**config.mk**
```make
export PLATFORM = sky130hd
export DESIGN_NAME = ir_manchester_frame_transmitter_core
export DESIGN_NICKNAME = d
export VERILOG_FILES = /design/src/ir_mft_pkg.sv /design/src/ir_mft_engine.sv /design/src/ir_mft_out_buf.sv /design/src/ir_manchester_frame_transmitter_core.sv
export VERILOG_INCLUDE_DIRS = /design/src /design/src/src
export SDC_FILE = /design/constraint.sdc
export NUM_CORES = 1
export LEC_CHECK = 0
export BUFFER_PORTS_ARGS = -buffer_cell sky130_fd_sc_hd__buf_4
export CAP_MARGIN = 20
export CORE_MARGIN = 3
export CORE_UTILIZATION = 40
export DETAILED_ROUTE_END_ITERATION = 7
export GPL_TIMING_DRIVEN = 1
export PLACE_DENSITY = 0.67
export SLEW_MARGIN = 10
export SYNTH_ARGS = -nofsm -noshare
export SYNTH_HDL_FRONTEND = slang
export SYNTH_SLANG_ARGS = --single-unit
```
**constraint.sdc**
```tcl
create_clock -name clk -period 6.25 [get_ports clk]
set_input_delay 0.3125 -clock clk [delete_from_list [all_inputs] [get_ports clk]]
set_output_delay 0.3125 -clock clk [all_outputs]
set_load 0.02 [all_outputs]
```
**src/ir_manchester_frame_transmitter_core_assert.svh**
```systemverilog
// Assertion macros for the IR Manchester frame transmitter modules.
// Expect signals named clk and rst_n in the module that uses them.
`ifndef IR_MANCHESTER_FRAME_TRANSMITTER_CORE_ASSERT_SVH
`define IR_MANCHESTER_FRAME_TRANSMITTER_CORE_ASSERT_SVH

`ifndef SYNTHESIS
// Check a property at every clock edge outside reset.
`define IRMFT_ASSERT(lbl, prop) \
  lbl: assert property (@(posedge clk) disable iff (!rst_n) (prop)) \
    else $error("ir_mft assertion failed");
// Check that a condition in one cycle implies another in the next.
`define IRMFT_ASSERT_NEXT(lbl, pre, post) \
  lbl: assert property (@(posedge clk) disable iff (!rst_n) (pre) |=> (post)) \
    else $error("ir_mft assertion failed");
`else
`define IRMFT_ASSERT(lbl, prop)
`define IRMFT_ASSERT_NEXT(lbl, pre, post)
`endif

`endif

```
**src/ir_mft_pkg.sv**
```systemverilog
// Shared types and constants for the IR Manchester frame transmitter.
// No dependencies.
package ir_mft_pkg;

  // Input item kinds carried on in_tuser
  localparam logic ACT_TICK = 1'b0;
  localparam logic ACT_SEND = 1'b1;

  // Frame header: three fixed ones ahead of the command bits
  localparam int       HEADER_BITS = 3;
  localparam logic [2:0] HEADER_ONES = 3'b111;

  // Reset value of the half-bit period register, in ticks
  localparam logic [15:0] HALF_BIT_RESET = 16'd889;

  typedef struct packed {
    logic carrier_on;
    logic busy_res;
    logic frame_done;
    logic rejected;
  } result_t;

endpackage

```
**src/ir_mft_engine.sv**
```systemverilog
// Frame state and per-transaction next-state logic of the IR transmitter.
// Depends on ir_mft_pkg and the assertion macro header.
`include "ir_manchester_frame_transmitter_core_assert.svh"

module ir_mft_engine #(
  parameter int DATA_BITS = 11
) (
  input  logic               clk,
  input  logic               rst_n,
  input  logic               cfg_wen,
  input  logic [15:0]        cfg_wdata,
  input  logic               item_acc,
  input  logic               item_action,
  input  logic [15:0]        item_data,
  output ir_mft_pkg::result_t res
);

  localparam int FRAME_BITS = ir_mft_pkg::HEADER_BITS + DATA_BITS;
  localparam int POS_W      = $clog2(FRAME_BITS + 1);
  localparam logic [15:0] DATA_MASK =
    (DATA_BITS >= 16) ? 16'hFFFF : 16'((32'd1 << DATA_BITS) - 32'd1);
  localparam logic [FRAME_BITS-1:0] HDR_FRAME =
    FRAME_BITS'(ir_mft_pkg::HEADER_ONES) << DATA_BITS;
  localparam logic [POS_W-1:0] POS_END = POS_W'(FRAME_BITS);

  logic [15:0]           half_r;
  logic [FRAME_BITS-1:0] frame_r, frame_nxt;
  logic [POS_W-1:0]      pos_r, pos_nxt;
  logic                  second_r, second_nxt;
  logic [15:0]           tick_r, tick_nxt;
  logic                  carrier_r, carrier_nxt;
  logic                  sending_r, sending_nxt;
  logic [15:0]           tick_inc;
  logic                  done;
  logic                  rej;

  assign tick_inc = tick_r + 16'd1;

  always_comb begin
    frame_nxt   = frame_r;
    pos_nxt     = pos_r;
    second_nxt  = second_r;
    tick_nxt    = tick_r;
    carrier_nxt = carrier_r;
    sending_nxt = sending_r;
    done        = 1'b0;
    rej         = 1'b0;
    if (item_acc) begin
      if (item_action == ir_mft_pkg::ACT_SEND) begin
        if (|(item_data & ~DATA_MASK)) begin
          rej = 1'b1;
        end else begin
          frame_nxt   = HDR_FRAME | FRAME_BITS'(item_data & DATA_MASK);
          pos_nxt     = '0;
          second_nxt  = 1'b0;
          tick_nxt    = '0;
          carrier_nxt = 1'b0;
          sending_nxt = 1'b1;
        end
      end else if (sending_r) begin
        tick_nxt = tick_inc;
        if (tick_inc >= half_r) begin
          tick_nxt = '0;
          priority if (pos_r >= POS_END) begin
            carrier_nxt = 1'b0;
            sending_nxt = 1'b0;
            pos_nxt     = '0;
            second_nxt  = 1'b0;
            done        = 1'b1;
          end else if (!second_r) begin
            carrier_nxt = frame_r[FRAME_BITS-1];
            second_nxt  = 1'b1;
          end else begin
            // second half: inverted level, then advance to the next bit
            carrier_nxt = ~frame_r[FRAME_BITS-1];
            second_nxt  = 1'b0;
            pos_nxt     = pos_r + POS_W'(1);
            frame_nxt   = frame_r << 1;
          end
        end
      end
    end
  end

  always_comb begin
    res.carrier_on = carrier_nxt;
    res.busy_res   = sending_nxt;
    res.frame_done = done;
    res.rejected   = rej;
  end

  always_ff @(posedge clk) begin
    if (!rst_n) begin
      half_r    <= ir_mft_pkg::HALF_BIT_RESET;
      frame_r   <= '0;
      pos_r     <= '0;
      second_r  <= 1'b0;
      tick_r    <= '0;
      carrier_r <= 1'b0;
      sending_r <= 1'b0;
    end else begin
      if (cfg_wen) begin
        half_r <= cfg_wdata;
      end
      frame_r   <= frame_nxt;
      pos_r     <= pos_nxt;
      second_r  <= second_nxt;
      tick_r    <= tick_nxt;
      carrier_r <= carrier_nxt;
      sending_r <= sending_nxt;
    end
  end

  `IRMFT_ASSERT(a_pos_in_range, pos_r <= POS_END)
  `IRMFT_ASSERT(a_idle_count_clear, !sending_r |-> (tick_r == 16'd0))
  `IRMFT_ASSERT(a_idle_carrier_off, !sending_r |-> !carrier_r)

endmodule

```
**src/ir_mft_out_buf.sv**
```systemverilog
// Result register with a skid stage for the IR transmitter result channel.
// Depends on ir_mft_pkg and the assertion macro header.
`include "ir_manchester_frame_transmitter_core_assert.svh"

module ir_mft_out_buf (
  input  logic                clk,
  input  logic                rst_n,
  input  logic                push,
  input  ir_mft_pkg::result_t push_data,
  output logic                can_push,
  output logic                out_valid,
  input  logic                out_ready,
  output ir_mft_pkg::result_t out_data
);

  logic                main_vld_r;
  ir_mft_pkg::result_t main_r;
  logic                skid_vld_r;
  ir_mft_pkg::result_t skid_r;
  logic                pop;

  assign pop       = main_vld_r && out_ready;
  assign can_push  = !skid_vld_r;
  assign out_valid = main_vld_r;
  assign out_data  = main_r;

  always_ff @(posedge clk) begin
    if (!rst_n) begin
      main_vld_r <= 1'b0;
      skid_vld_r <= 1'b0;
    end else if (skid_vld_r) begin
      // no push is possible while the skid holds a result
      if (pop) begin
        main_r     <= skid_r;
        skid_vld_r <= 1'b0;
      end
    end else if (push) begin
      if (!main_vld_r || pop) begin
        main_r     <= push_data;
        main_vld_r <= 1'b1;
      end else begin
        skid_r     <= push_data;
        skid_vld_r <= 1'b1;
      end
    end else if (pop) begin
      main_vld_r <= 1'b0;
    end
  end

  `IRMFT_ASSERT(a_skid_behind_main, skid_vld_r |-> main_vld_r)
  `IRMFT_ASSERT_NEXT(a_skid_holds, skid_vld_r && !pop, skid_vld_r && main_vld_r)
  `IRMFT_ASSERT_NEXT(a_stall_fills_skid, push && main_vld_r && !out_ready, skid_vld_r)

endmodule

```
**src/ir_manchester_frame_transmitter_core.sv**
```systemverilog
// Top level of the RC5-style IR Manchester frame transmitter.
// Depends on ir_mft_pkg, ir_mft_engine and ir_mft_out_buf.
//
// Usage:
//   Input channel (in_*): in_tuser selects the kind of transaction, 0 for a
//   one-microsecond tick and 1 for a send; in_tdata carries the command word.
//   A send with any bit at or above DATA_BITS set is rejected and changes
//   nothing. An accepted send restarts the frame: three header ones, then
//   the command MSB first, each bit as two half-bit periods (1 = carrier on
//   then off, 0 = off then on).
//   Result channel (out_*): one transaction per input transaction, in order,
//   holding the carrier enable and busy flag after that item, the reject
//   flag, and out_tlast on the tick that ends a frame.
//   Configuration: cfg_wen writes cfg_wdata into the half-bit period (ticks)
//   at once; write only while the block is idle. Reset value is 889.
// Throughput: one transaction per cycle while in_tready is high; each result
//   is registered in the result register, or in the skid stage during a stall,
//   before it appears on out_*. The rate is set by the engine's frame state update.
// Stalls: a result register plus a skid stage take one more item while the
//   receiver holds out_tready low; in_tready then drops until it drains.
// Reset: synchronous, active low; idle, carrier off, no results pending.
module ir_manchester_frame_transmitter_core #(
  parameter int DATA_BITS = 11
) (
  input  logic        clk,
  input  logic        rst_n,
  input  logic        cfg_wen,
  input  logic [15:0] cfg_wdata,   // half_bit_ticks
  input  logic        in_tvalid,
  output logic        in_tready,
  input  logic [15:0] in_tdata,    // [15:0] data
  input  logic        in_tuser,    // [0] action
  output logic        out_tvalid,
  input  logic        out_tready,
  output logic [7:0]  out_tdata,   // [0] carrier_on, [1] busy_res, [2] rejected, [7:3] zero
  output logic        out_tlast    // frame_done
);

  logic                item_acc;
  ir_mft_pkg::result_t res;
  ir_mft_pkg::result_t out_res;

  // Advance the frame state only on an accepted transaction
  assign item_acc = in_tvalid && in_tready;

  ir_mft_engine #(
    .DATA_BITS (DATA_BITS)
  ) u_engine (
    .clk         (clk),
    .rst_n       (rst_n),
    .cfg_wen     (cfg_wen),
    .cfg_wdata   (cfg_wdata),
    .item_acc    (item_acc),
    .item_action (in_tuser),
    .item_data   (in_tdata),
    .res         (res)
  );

  // Hold results here so the input side keeps moving during short stalls
  ir_mft_out_buf u_out_buf (
    .clk       (clk),
    .rst_n     (rst_n),
    .push      (item_acc),
    .push_data (res),
    .can_push  (in_tready),
    .out_valid (out_tvalid),
    .out_ready (out_tready),
    .out_data  (out_res)
  );

  assign out_tdata = {5'b00000, out_res.rejected, out_res.busy_res, out_res.carrier_on};
  assign out_tlast = out_res.frame_done;

endmodule

```
Yosys cells after proc, flatten, opt, wreduce, memory -nomap -nowiden
Cells that the tools add are included.
- add/subtract/negate cells: 2
- bitwise gates (word level): 3
- mux-type cells: 52
- eq/ne operators: 4
- order comparisons: 2
- reduce and logical (&&, ||, !) cells: 20
- operators by type and width (kind ; count):
    14-bit 2-to-1 mux ; 6
    16-bit 2-to-1 mux ; 4
    4-bit 2-to-1 mux ; 10
    1-bit 2-to-1 mux ; 32
    16-bit by 1-bit adder with 16-bit output (second input constant) ; 1
    16-bit greater-or-equal comparator ; 1
    4-bit AND reduction ; 3
    2-bit nonzero test ; 6
    2-bit != test (second input constant) ; 3
    3-bit AND reduction ; 2
    6-bit AND reduction ; 1
    5-bit AND reduction ; 1
    5-bit OR reduction ; 1
    4-bit by 1-bit adder with 4-bit output (second input constant) ; 1
    4-bit greater-or-equal comparator (second input constant) ; 1
    1-bit NOT ; 3
    3-bit nonzero test ; 1
    1-bit logical AND ; 2
    1-bit zero test ; 2
    2-bit by 1-bit != test with 1-bit output (second input constant) ; 1
    1-bit logical OR ; 1
- input bits: 38
- logic and storage cells: 100
- register bits: 63

Logic depth before layout (Yosys ltp)
- depth in word-level cells: 10
- mapped depth: 14

Hierarchy
A second synthesis with hierarchy kept.
- cell total of the unflattened synthesis: 391
- area, all modules: 3537.1 um2
- modules (own cells, without submodules) (module ; cells an instance ; sequential area each (um2) ; area each (um2) ; instances):
    ir_mft_engine ; 357 ; 1061.0 ; 3059.2 ; 1
    ir_mft_out_buf ; 27 ; 280.3 ; 430.4 ; 1
    ir_manchester_frame_transmitter_core ; 7 ; 0.0 ; 47.5 ; 1

Worst setup path after synthesis
OpenSTA, ideal clock, no wires.
- kind: reg-to-reg
- start point: register u_engine.tick_r[0]
- end point: register u_engine.tick_r[8]
- cell stages (with the launch flop): 14
- setup slack: 3.043 ns
- arrival: 3.133 ns
- path buffers: 1
- path through: dfxtp_1 > ha_1 > nand3_1 > nor2_1 > and3_1 > nand4_1 > xnor2_1 > ha_1 > and4_1 > a221o_1 > a2111oi_4 > buf_6 > nand2_2 > a31oi_2
- longest elaborated chain between the ends: 5
- ends and longest elaborated chain (item ; RTL line ; RTL):
    from (decl) ; ir_mft_engine.sv:30 ; logic [15:0] tick_r, tick_nxt;
    from (signal assigned) ; ir_mft_engine.sv:108 ; tick_r <= tick_nxt;
    16-bit by 1-bit adder with 16-bit output * ; ir_mft_engine.sv:37 ; assign tick_inc = tick_r + 16'd1;
    16-bit greater-or-equal comparator ; ir_mft_engine.sv:62 ; if (tick_inc >= half_r) begin
    16-bit 2-to-1 mux * ; ir_mft_engine.sv:62 ;
    16-bit 2-to-1 mux * ; ir_mft_engine.sv:60 ; end else if (sending_r) begin
    16-bit 2-to-1 mux * ; ir_mft_engine.sv:49 ; if (item_action == ir_mft_pkg::ACT_SEND) begin
Mark *: on every way between the ends. The rest lies on a longest branch, timed or not. The select of a mux whose other input is x is not followed.
A chain may end at the register's enable or synchronous reset.

Worst setup path after layout
- start point: register u_engine.tick_r[0]
- end point: register u_engine.tick_r[6]
The elaborated chain is that of the path after synthesis.

==> impl_metrics.yaml <==
grt:
  grt_use_total_pct: 16.14
  grtUsageMet1_pct: 21.20
  first_global_vias: 2504
  met2_usage_pct: 25.70
  grt_use_met3_pct: 3.597
  grt_first_pass_wirelength_mm: 11.64
  grt_max_degree: 34
  antenna_found_initial: 0
  busiest_layer: "met2"
  grt_overflow: 0
synth:
  syn-cell-area_sq_mm: 0.003266
  synth_compound_area_share_pct: 22.68
  synth-simple-area-share_pct: 14.48
  synth.avg_cell_area_sq_um: 9.096
  synthFlopType: "dfxtp_1"
  ys_seq_area_share_pct: 41.07
  synthTopCellsByArea: "dfxtp_1, edfxtp_1, ha_1, a21oi_1, nand2_1"
  ys_warn_count: 0
  synth-seq-cells: 63
  synthMostInstantiatedCell: "dfxtp_1"
  ys_top_cells_by_count: "dfxtp_1, nand2_1, a21oi_1"
  yosys.area.top_type_share_pct: 33.72
  synthesis.instances: 359
  synthXorXnorAreaFrac_pct: 4.828
  synth_adder_area_share_pct: 7.280
  async_flop_share_pct: 0
  synth_edf_count: 8
  synth_cell_type_count: 55
  synth_top_family_by_area: "compound AO/OA/AOI/OAI gates"
  synth_top_area_cell: "dfxtp_1"
  synth_mux_area_share_pct: 4.100
die:
  die-width_um: 96.36
  die_height_um: 96.36
  die-area_sq_mm: 0.009284
  start_util_pct: 41.83
  core-area_sq_mm: 0.007807
  io_pins: 49
  rows: 32
critical_path:
  crit_arrival_ns: 4.32
  worst_path_most_repeated_cell: "ha_1"
  critPathCaptureType: "register"
  r2r-start: "u_engine.tick_r[0]$_SDFFE_PN0P_"
  r2r_end: "u_engine.tick_r[6]$_SDFFE_PN0P_"
  critPathLaunchType: "register"
  critPathKind: "reg2reg"
  crit_path_max_fanout: 16
  crit_path_cell_trace: "ha_1 > nand3_1 > nor2_1 > and3_1 > nand2_1 > xnor2_1 > ha_1 > and4_1 > a221o_1 > a2111oi_4 > o21ai_0 > a31oi_1"
  critPathMaxStageDelay_ns: 0.88
  worst_path_max_delay_cell: "a2111oi_4"
  rrSetupSlack_ns: 2.20
  critPathRequiredTime_ns: 6.52
  r2r_cells: 12
timing:
  hold_viol: 0
  slew_headroom_pct: 36.36
  drv_slew: 0
  layout_setup_ws_ns: 2.202
  timing.hold.ws_ns: 0.1468
  final-setup-viol-count: 0
  fin_setup_tns_ns: 0
  rsz0062_at_grt: "no"
  max_freq_mhz: 247.1
  min_period_ns: 4.048
  fin_worst_skew_ns: 0.01026
  worstMarginPinSlew_ns: 0.9545
  finalCritPeriodShare_pct: 64.76
clocking:
  cts.path.max_buffers: 2
  cts_buffers: 9
  clk_pin_slew_ns: 0.08
  clockRootBuffer: "clkbuf_8"
  worstSkewPairLatency_ns: 0.35
  cts-hold-fix-buffers: 0
  post_cts_buffers: 0
  h-tree-depth: 3
  ctsResizeCount: 0
  cts_tree: "yes"
  cts_sinks: 63
cells_and_area:
  nNetsFinal: 456
  area_growth_pct: 17.82
  drive_above_1_share_pct: 18.56
  final_cells: 506
  antenna_cells: 0
power:
  leakage_nw: 1.619
  p_switching_w: 0.0002069
  p_comb_share_pct: 8.2
  power_per_cell_area_mw_per_mm2: 228.8
  intPower_w: 0.0006734
  seqPwrFrac_pct: 48.2
  power_frac_clock_pct: 43.6
  ir_drop_mv: 0.1245
  swShare_pct: 23.50
route:
  wl_per_cell_um: 14.01
  drc: 0
  ant_nets: 0
  viasPerCell: 5.292
  drtIter0Drc: 117
  vias: 2678
  totalWireLength_mm: 7.087
  drtPass1Iterations: 5
flow_run:
  drv_cap: 0
place:
  pre_cts_slack_ns: 2.258
  dp_cells: 490
  port-buffer-count: 43
  place_congestion: 0.8530
  dpl.hpwl_mm: 5.093
worst_hold_path:
  hold_class: "in2reg"
  hp-start: "out_tready"
  hold_path_depth: 2
  min_to: "u_out_buf.skid_vld_r$_SDFF_PN0_"
outcome:
  status: "finished clean"
## kinds of logic after synthesis
family          count (synthesis)
compound gates                107
fa+ha+maj                      19
other cells                     1
simple gates                   98
flops                          63
xor+xnor                       18
mux                            13
buf+inv                        40
## per-stage QoR
step	power (W)	utilization (%)	cell area, sq um
2_1_floorplan	0.0004769	-	3281
6_report	0.0008803	49.28	3847
3_3_place_gp	0.0005042	46.57	3636
5_1_grt	0.0009153	49.28	3847
3_5_place_dp	0.0005057	46.57	3636
4_1_cts	0.0008894	49.28	3847
## registers in the layout (all words and copies together) (netlist names)
register,cells
u_engine.tick_r,16
u_engine.carrier_r,1
u_engine.sending_r,1
u_engine.second_r,1
u_engine.half_r,16
u_engine.pos_r,4
u_engine.frame_r,14
u_out_buf.skid_r,4
u_out_buf.out_valid,1
u_out_buf.out_data,4
u_out_buf.skid_vld_r,1
## placed cells by master, fill, tap and decap left out, types with 4 or more instances in the layout
cell type and count:
dfxtp_1 55, buf_4 43, nand2_1 30, a21oi_1 27
nor2_1 26, inv_1 22, o21ai_0 19, ha_1 19
nand3_1 15, o22ai_1 11, xnor2_1 10, mux2i_1 10
o211ai_1 9, clkbuf_8 9, xor2_1 8, a22o_1 8
edfxtp_1 8, a31oi_1 7, nand4_1 5, conb_1 5
nand2b_1 4
## worst max path at each step
stage	from	end	slack (ns)	cells past startpoint
after floorplan	u_engine.tick_r[0]$_SDFFE_PN0P_	u_engine.tick_r[8]$_SDFFE_PN0P_	3.04	13
after global placement	u_engine.tick_r[0]$_SDFFE_PN0P_	u_engine.tick_r[5]$_SDFFE_PN0P_	2.45	12
after detailed placement	u_engine.tick_r[0]$_SDFFE_PN0P_	u_engine.tick_r[5]$_SDFFE_PN0P_	2.26	12
after CTS	u_engine.tick_r[0]$_SDFFE_PN0P_	u_engine.tick_r[5]$_SDFFE_PN0P_	2.22	12
after global routing	u_engine.tick_r[0]$_SDFFE_PN0P_	u_engine.tick_r[6]$_SDFFE_PN0P_	1.82	12
final	u_engine.tick_r[0]$_SDFFE_PN0P_	u_engine.tick_r[6]$_SDFFE_PN0P_	2.20	12
## final cells by class
cell class / instances / area (sq um)
sequential: 63 / 1341
timing repair buffer: 43 / 322.8
inverter: 22 / 82.58
fill: 755 / 3960
clock buffer: 9 / 123.9
tap: 102 / 127.6
clock inverter: 7 / 87.58
multi-input combinational: 260 / 1762
## critical path, delay by kind of cell, from the launching register on
family | cells | cell delay [ns]
and+or+nand+nor | 5 | 1.05
adders and majority gates | 2 | 0.56
DFF | 1 | 0.44
AOI/OAI and AO/OA | 4 | 1.66
xor gates and xnor gates | 1 | 0.25
## power by group through the flow
stage | logic, W | clock network, W | registers (W)
finish | 0.0000721 | 0.000384 | 0.000424
global route | 0.0000800 | 0.000410 | 0.000425
CTS | 0.0000725 | 0.000393 | 0.000424
detailed placement | 0.0000721 | 0 | 0.000434
global placement | 0.0000710 | 0 | 0.000433
floorplan | 0.0000426 | 0 | 0.000434
## layer usage
layer	vias to the layer above	routed length [um]
met1	1237	3375
met4	0	141
met5	-	0
li1	1374	-
met3	13	276
met2	54	3293
Note: power is estimated with default switching activity, not from simulation.
